`src/sv/svt_pkg.sv`:
```
// svt_pkg: shared types and codes of the sorted value table
// no dependencies; imported by sorted_value_table_top

package svt_pkg;

	localparam int SVT_DEPTH = 16;

	// request codes
	localparam logic [1:0] REQ_INSERT = 2'd0;
	localparam logic [1:0] REQ_REMOVE = 2'd1;
	localparam logic [1:0] REQ_SEARCH = 2'd2;

	// status codes
	localparam logic [1:0] ST_OK        = 2'd0;
	localparam logic [1:0] ST_FULL      = 2'd1;
	localparam logic [1:0] ST_NOT_FOUND = 2'd2;

	typedef struct packed {
		logic        [1:0]  req_type;
		logic signed [31:0] item_value;
	} svt_req_t;

	typedef struct packed {
		logic [1:0] status;
		logic       found;
		logic [3:0] position;
		logic [4:0] count;
	} svt_rsp_t;

endpackage

```
`src/sv/sorted_value_table_top.sv`:
```
// sorted_value_table_top: bounded ascending table of signed 32-bit values
// depends on svt_pkg (types, codes) and svt_ram (entry store)
//
//  channel | direction | handshake          | payload
//  --------+-----------+--------------------+-------------------------------
//  req     | in        | req_valid/req_stall| req_type, item_value
//  rsp     | out       | rsp_valid/rsp_stall| status, found, position, count
//
// one request at a time; the entries are walked one per cycle through the
// single read port of the entry ram (registered read)
// insert walks down from the top, shifting each larger entry up; a full or
//   empty table needs no walk
// remove walks up to the hit and then shifts the entries above it down;
//   search stops at the hit or after the last entry; empty table: no walk
// reset clears the count and the control state only; the ram is not cleared
// a stalled response holds the block in its final cycle; the next request is
// taken once the response has moved into the output register

module sorted_value_table_top #(
	parameter int DEPTH = svt_pkg::SVT_DEPTH
) (
	input  logic              clk,
	input  logic              arst_n,
	input  logic              req_valid,
	output logic              req_stall,
	input  svt_pkg::svt_req_t req,
	output logic              rsp_valid,
	input  logic              rsp_stall,
	output svt_pkg::svt_rsp_t rsp
);

	import svt_pkg::*;

	localparam int IW = $clog2(DEPTH);
	localparam int CW = $clog2(DEPTH + 1);

	typedef enum logic [3:0] {
		S_IDLE = 4'b0001,
		S_SCAN = 4'b0010,
		S_PUT  = 4'b0100,
		S_FIN  = 4'b1000
	} state_t;

	// control state
	state_t  state_q, state_d;
	logic [CW-1:0] count_q, count_d;
	logic          hit_q, hit_d;
	logic          rsp_valid_q;

	// request and result payload
	logic        [1:0]    op_q, op_d;
	logic signed [31:0]   val_q, val_d;
	logic        [IW-1:0] idx_q, idx_d;
	logic        [1:0]    status_q, status_d;
	logic                 found_q, found_d;
	logic        [IW-1:0] pos_q, pos_d;
	svt_rsp_t             rsp_q;

	// ram port
	logic          wr_en;
	logic [IW-1:0] wr_addr;
	logic [31:0]   wr_data;
	logic [IW-1:0] rd_addr;
	logic [31:0]   rd_data;

	logic [CW-1:0] cnt_m1;
	logic [IW-1:0] last_idx;
	logic          at_last;
	logic          entry_lt;
	logic          entry_eq;
	logic          rsp_load;

	svt_ram #(
		.WIDTH (32),
		.DEPTH (DEPTH)
	) u_entries (
		.clk     (clk),
		.wr_en   (wr_en),
		.wr_addr (wr_addr),
		.wr_data (wr_data),
		.rd_addr (rd_addr),
		.rd_data (rd_data)
	);

	assign cnt_m1   = count_q - CW'(1);
	assign last_idx = cnt_m1[IW-1:0];
	assign at_last  = (idx_q == last_idx);
	// signed order of the stored entry against the request value
	assign entry_lt = ($signed(rd_data) < val_q);
	assign entry_eq = (rd_data == val_q);

	assign req_stall = (state_q != S_IDLE);
	assign rsp_load  = (state_q == S_FIN) && (!rsp_valid_q || !rsp_stall);

	always_comb begin
		state_d  = state_q;
		count_d  = count_q;
		hit_d    = hit_q;
		op_d     = op_q;
		val_d    = val_q;
		idx_d    = idx_q;
		status_d = status_q;
		found_d  = found_q;
		pos_d    = pos_q;
		rd_addr  = idx_q;
		wr_en    = 1'b0;
		wr_addr  = idx_q;
		wr_data  = rd_data;

		case (state_q)
			S_IDLE: begin
				if (req_valid) begin
					op_d     = req.req_type;
					val_d    = req.item_value;
					hit_d    = 1'b0;
					status_d = ST_OK;
					found_d  = 1'b0;
					pos_d    = '0;
					state_d  = S_FIN;
					case (req.req_type)
						REQ_INSERT: begin
							if (count_q == CW'(DEPTH)) begin
								status_d = ST_FULL;
							end else if (count_q == '0) begin
								// empty table: straight into index 0
								wr_en   = 1'b1;
								wr_addr = '0;
								wr_data = req.item_value;
								count_d = count_q + CW'(1);
							end else begin
								// walk down from the top, shifting up
								idx_d   = last_idx;
								rd_addr = last_idx;
								state_d = S_SCAN;
							end
						end
						REQ_REMOVE, REQ_SEARCH: begin
							if (count_q == '0) begin
								status_d = ST_NOT_FOUND;
							end else begin
								idx_d   = '0;
								rd_addr = '0;
								state_d = S_SCAN;
							end
						end
						default: begin
							state_d = S_FIN;
						end
					endcase
				end
			end
			S_SCAN: begin
				if (op_q == REQ_INSERT) begin
					wr_en   = 1'b1;
					wr_addr = idx_q + IW'(1);
					if (entry_lt) begin
						// first smaller entry found: new value goes above it
						wr_data = val_q;
						pos_d   = idx_q + IW'(1);
						count_d = count_q + CW'(1);
						state_d = S_FIN;
					end else if (idx_q == '0) begin
						state_d = S_PUT;
					end else begin
						idx_d   = idx_q - IW'(1);
						rd_addr = idx_q - IW'(1);
					end
				end else if (hit_q) begin
					// close the gap: move each entry down by one
					wr_en   = 1'b1;
					wr_addr = idx_q - IW'(1);
					if (at_last) begin
						count_d = count_q - CW'(1);
						state_d = S_FIN;
					end else begin
						idx_d   = idx_q + IW'(1);
						rd_addr = idx_q + IW'(1);
					end
				end else if (entry_eq) begin
					found_d = 1'b1;
					pos_d   = idx_q;
					if (op_q == REQ_SEARCH) begin
						state_d = S_FIN;
					end else if (at_last) begin
						count_d = count_q - CW'(1);
						state_d = S_FIN;
					end else begin
						hit_d   = 1'b1;
						idx_d   = idx_q + IW'(1);
						rd_addr = idx_q + IW'(1);
					end
				end else if (at_last) begin
					status_d = ST_NOT_FOUND;
					state_d  = S_FIN;
				end else begin
					idx_d   = idx_q + IW'(1);
					rd_addr = idx_q + IW'(1);
				end
			end
			S_PUT: begin
				// every stored entry was shifted up: new value at the bottom
				wr_en   = 1'b1;
				wr_addr = '0;
				wr_data = val_q;
				pos_d   = '0;
				count_d = count_q + CW'(1);
				state_d = S_FIN;
			end
			S_FIN: begin
				if (rsp_load) begin
					state_d = S_IDLE;
				end
			end
			default: begin
				state_d = S_IDLE;
			end
		endcase
	end

	always_ff @(posedge clk or negedge arst_n) begin
		if (!arst_n) begin
			state_q     <= S_IDLE;
			count_q     <= '0;
			hit_q       <= 1'b0;
			rsp_valid_q <= 1'b0;
		end else begin
			state_q <= state_d;
			count_q <= count_d;
			hit_q   <= hit_d;
			if (rsp_load) begin
				rsp_valid_q <= 1'b1;
			end else if (!rsp_stall) begin
				rsp_valid_q <= 1'b0;
			end
		end
	end

	always_ff @(posedge clk) begin
		op_q     <= op_d;
		val_q    <= val_d;
		idx_q    <= idx_d;
		status_q <= status_d;
		found_q  <= found_d;
		pos_q    <= pos_d;
		if (rsp_load) begin
			rsp_q.status   <= status_q;
			rsp_q.found    <= found_q;
			rsp_q.position <= 4'(pos_q);
			rsp_q.count    <= 5'(count_q);
		end
	end

	assign rsp_valid = rsp_valid_q;
	assign rsp       = rsp_q;

	// the count never passes the table size
	a_count_bound: assert property (@(posedge clk) disable iff (!arst_n)
		count_q <= CW'(DEPTH))
		else $error("entry count above table size");

	// the count moves by at most one per request
	a_count_step: assert property (@(posedge clk) disable iff (!arst_n)
		count_q != $past(count_q) |->
			(count_q == CW'($past(count_q) + CW'(1)) ||
			 count_q == CW'($past(count_q) - CW'(1))))
		else $error("entry count jumped");

	// the walk never writes the entry it is reading in the same cycle
	a_no_rw_clash: assert property (@(posedge clk) disable iff (!arst_n)
		(state_q == S_SCAN) && wr_en |-> wr_addr != rd_addr)
		else $error("ram read and write collide during walk");

	// the shift phase belongs to a remove only
	a_hit_remove: assert property (@(posedge clk) disable iff (!arst_n)
		hit_q && (state_q == S_SCAN) |-> op_q == REQ_REMOVE)
		else $error("shift phase outside remove");

endmodule

```
`src/sv/svt_ram.sv`:
```
// svt_ram: generic single-clock ram, one write and one read port
// registered read data; no package needed

module svt_ram #(
	parameter int WIDTH = 32,
	parameter int DEPTH = 16
) (
	input  logic                     clk,
	input  logic                     wr_en,
	input  logic [$clog2(DEPTH)-1:0] wr_addr,
	input  logic [WIDTH-1:0]         wr_data,
	input  logic [$clog2(DEPTH)-1:0] rd_addr,
	output logic [WIDTH-1:0]         rd_data
);

	logic [WIDTH-1:0] mem [DEPTH];

	always_ff @(posedge clk) begin
		if (wr_en) begin
			mem[wr_addr] <= wr_data;
		end
		rd_data <= mem[rd_addr];
	end

endmodule
```
`config.mk`:
```
export PLATFORM = sky130hd
export DESIGN_NAME = sorted_value_table_top
export DESIGN_NICKNAME = d
export VERILOG_FILES = /design/src/sv/svt_pkg.sv /design/src/sv/sorted_value_table_top.sv /design/src/sv/svt_ram.sv
export SDC_FILE = /design/constraint.sdc
export NUM_CORES = 1
export LEC_CHECK = 0
export BUFFER_PORTS_ARGS = -buffer_cell sky130_fd_sc_hd__buf_2
export CAP_MARGIN = 20
export CORE_MARGIN = 1.5
export CORE_UTILIZATION = 35
export DETAILED_ROUTE_END_ITERATION = 8
export PLACE_DENSITY_LB_ADDON = 0.1
export RECOVER_POWER = 25
export SLEW_MARGIN = 20
export SYNTH_ARGS = -nofsm -noshare
export SYNTH_HDL_FRONTEND = slang
export SYNTH_SLANG_ARGS = --single-unit
```
`constraint.sdc`:
```
create_clock -name clk -period 8.2 [get_ports clk]
set_input_delay 0.41 -clock clk [delete_from_list [all_inputs] [get_ports clk]]
set_output_delay 0.41 -clock clk [all_outputs]
set_load 0.02 [all_outputs]
```
==> impl_metrics.toml <==
[placed_design]
io_buffers = 51
gp_congestion = 0.846
place_hpwl_mm = 43.2
pre_cts_ws_ps = 2430

[route]
wire_per_inst_um = 27.4
drt-vias-per-instance = 5.70
drc = 0
drt_iter0_markers = 1614
first_pass_iters = 7
totalWireLength_mm = 82.1
antenna_left = 0
vias = 17088

[die]
ios = 52
fp-row-count = 100
die_x_um = 276
fp.dieH_um = 276
die_area_mm2 = 0.0764
core_area_mm2 = 0.0742
start_util_pct = 35.3

[global_routing]
grt_start_max_net_pins = 82
grt_pass1_wl_mm = 119
grtUsageTotal_pct = 21.3
grt_pass1_vias = 16890
gr-total-overflow = 0
antenna_found_initial = 0

[clock_network]
htreeDepth = 3
clk_pin_slew_ps = 60
clock_tree.buffer_depth = 3
clock_sinks = 612
cts-buffers-inserted = 69
cts_tree = "yes"
worstSkewPairLatency_ps = 610
cts_root_buf = "clkbuf_16"

[worst_hold_path]
whs_path_depth = 3
hp-class = "in -> reg"

[timing]
hold_viol = 0
setup_viol = 0
period_share_pct = 81.1
whs_ps = 64.2
worst_slew_pin_slew_ps = 2870
maxSlewHeadroom_pct = -91.3
layout_setup_ws_ps = 1550
period_minus_slack_ps = 6650
rsz0062_at_grt = "false"
drv_slew = 101
fin_tns_setup_ps = 0
max_freq_mhz = 150
fin_skew_ps = 19.2

[setup_path]
required_ps = 8390
cp-end-kind = "register"
critPathMaxFanout = 32
cp-start-kind = "register"
worst-setup-path-type = "reg -> reg"
arrival_ps = 6840
reg2reg_depth = 10
regToRegSetupSlack_ps = 1550

[layout]
final_util_pct = 40.2
fin_nets = 2049
synthToLayoutAreaGrowth_pct = 14.0
drive_above_1_share_pct = 11.6

[power]
netSwitchingFraction_pct = 38.2
ir_worst_vdd_v = 0.000335
internal_power_mw = 7.81
comb_power_share_pct = 36.6
leakagePower_nw = 10.3
power_density_mw_per_mm2 = 424
seqPwrFrac_pct = 38.9
switchingPower_mw = 4.83
p_clk_share_pct = 24.5

[synthesis]
synthTopCellsByCount = "edfxtp_1, nand2_1, nand4_1"
synth_edf_count = 565
netlist_area_mm2 = 0.0262
synthArstFlopShare_pct = 1.80
syn_inst = 1939
ys.flop_type = "edfxtp_1"
yosys.cell_types.count = 82
synth_top_cell_by_area = "edfxtp_1"
yosysMostFrequentCell = "edfxtp_1"
synth_seq_cells = 612
syn-num-nets = 2016
ys_warn_count = 0
yosysSeqAreaShare_pct = 68.7
synth_area_leaders = "edfxtp_1, nand4_1, o21ai_0"
synth_top_cell_area_share_pct = 64.9
avgSynthCellArea_um2 = 13.5

[run_status]
outcome = "finished, violations left"
violations = "capacitance limit, slew limit"

[run]
cap_viol_max_count = 5
-- cells in the final DEF, fill, tap and decap left out, drive strengths merged, types with 4 or more instances in the layout --
cell,synthesis,routed
o211ai,6,6
nor3,14,14
a221o,11,11
a222oi,22,22
nand4,171,171
ha,39,39
nor2,54,54
clkinvlp,0,5
edfxtp,565,565
buf,38,40
mux2i,65,65
dlygate4sd3,0,11
a31oi,4,4
a32o,64,64
clkbuf,107,154
or2,5,5
o31ai,4,4
a21oi,61,61
inv,74,76
clkinv,2,20
nand2b,6,6
xnor2,5,5
or3,5,5
o21ai,162,162
dfxtp,36,36
bufinv,0,5
nor2b,4,4
nand2,174,174
and3,6,6
a211oi,34,34
dfrtp,10,10
xor2,7,7
nand3,138,138
-- sequential cells by signal (all words and copies together) (netlist names), 4 cells and up --
| register | cells |
|---|---|
| val_q | 32 |
| rsp | 12 |
| count_q | 5 |
| idx_q | 4 |
| pos_q | 4 |
| u_entries.mem | 512 |
| u_entries.rd_data | 32 |
| state_q | 4 |
-- layout make-up --
| type | instances | area [um2] |
|---|---|---|
| diodes | 1 | 2.50 |
| clock inverters | 30 | 297 |
| well taps | 969 | 1210 |
| multi-input cells | 1106 | 7450 |
| clock buffers | 98 | 1980 |
| inverters | 76 | 287 |
| fillers | 6944 | 44400 |
| flip-flops and latches | 612 | 18000 |
| repair buffers | 107 | 629 |
-- what timing repair did --
action / 4_1_cts / 5_1_grt
gates resized for setup: 0 / 0
hold buffers: 11 / 0
hold endpoints to repair: 21 / 0
buffers inserted: 0 / 0
-- through the flow --
step                instances  total power, mW  cell area, um2
finish                   2999             12.6           29800
global route             2998             13.3           29800
CTS                      2997             12.8           29900
detailed placement       2858             9.62           27500
global placement         2857             9.57           27500
floorplan                1939             7.88           26200
-- routing by layer --
metal | GRT usage [%] | vias up | part of all wire (%)
met1 | 29.1 | 8688 | 44
met4 | 7.14 | 0 | 2.8
met3 | 3.36 | 129 | 5.8
li1 | - | 7661 | -
met5 | 0 | - | 0
met2 | 34.6 | 610 | 47
-- cell families (layout without fill, tap and decap cells) --
| logic type | Yosys count | after routing | synth area share (%) |
|---|---|---|---|
| multiplexers | 66 | 66 | 2.53 |
| AND/OR/NAND/NOR | 593 | 593 | 11.7 |
| AO/OA/AOI/OAI | 394 | 394 | 11.0 |
| XOR/XNOR | 14 | 14 | 0.574 |
| adder cells (fa/ha/maj) | 39 | 39 | 1.87 |
| flip-flops | 612 | 612 | 68.7 |
| buffers and inverters | 221 | 311 | 3.64 |
| other | 0 | 1 | 0 |
-- critical path: stages (launching register included) --
cell and delay [ps]:
dfstp_1 570, or4b_1 600, clkinvlp_2 1290, nor3_1 480, clkbuf_1 1110, or2_2 340
nand2_1 110, nand2_1 120, nand2_1 250, nor2_4 170, clkbuf_2 1140
-- final timing paths --
| check | start | endpoint |
|---|---|---|
| setup / recovery | state_q[0]$_DFFE_PN1P_ | u_entries.mem[2][11]$_DFFE_PP_ |
| hold / removal | rsp_stall | rsp_valid$_DFFE_PN0P_ |
| setup reg to reg | state_q[0]$_DFFE_PN1P_ | u_entries.mem[2][11]$_DFFE_PP_ |
| hold reg to reg | pos_q[2]$_SDFFCE_PN0P_ | rsp[7]$_DFFE_PP_ |
| max in group asynchronous | arst_n | count_q[0]$_DFFE_PN0P_ |
| min in group asynchronous | arst_n | hit_q$_DFFE_PN0P_ |
-- power by group through the flow --
stage / logic (mW) / registers [mW] / clock network, mW
after CTS: 4.68 / 4.90 / 3.18
after global routing: 5.04 / 4.95 / 3.29
after global placement: 4.60 / 4.96 / 0
after detailed placement: 4.66 / 4.96 / 0
after floorplan: 3.02 / 4.86 / 0
final: 4.62 / 4.91 / 3.10
Note: power is estimated with default switching activity, not from simulation.
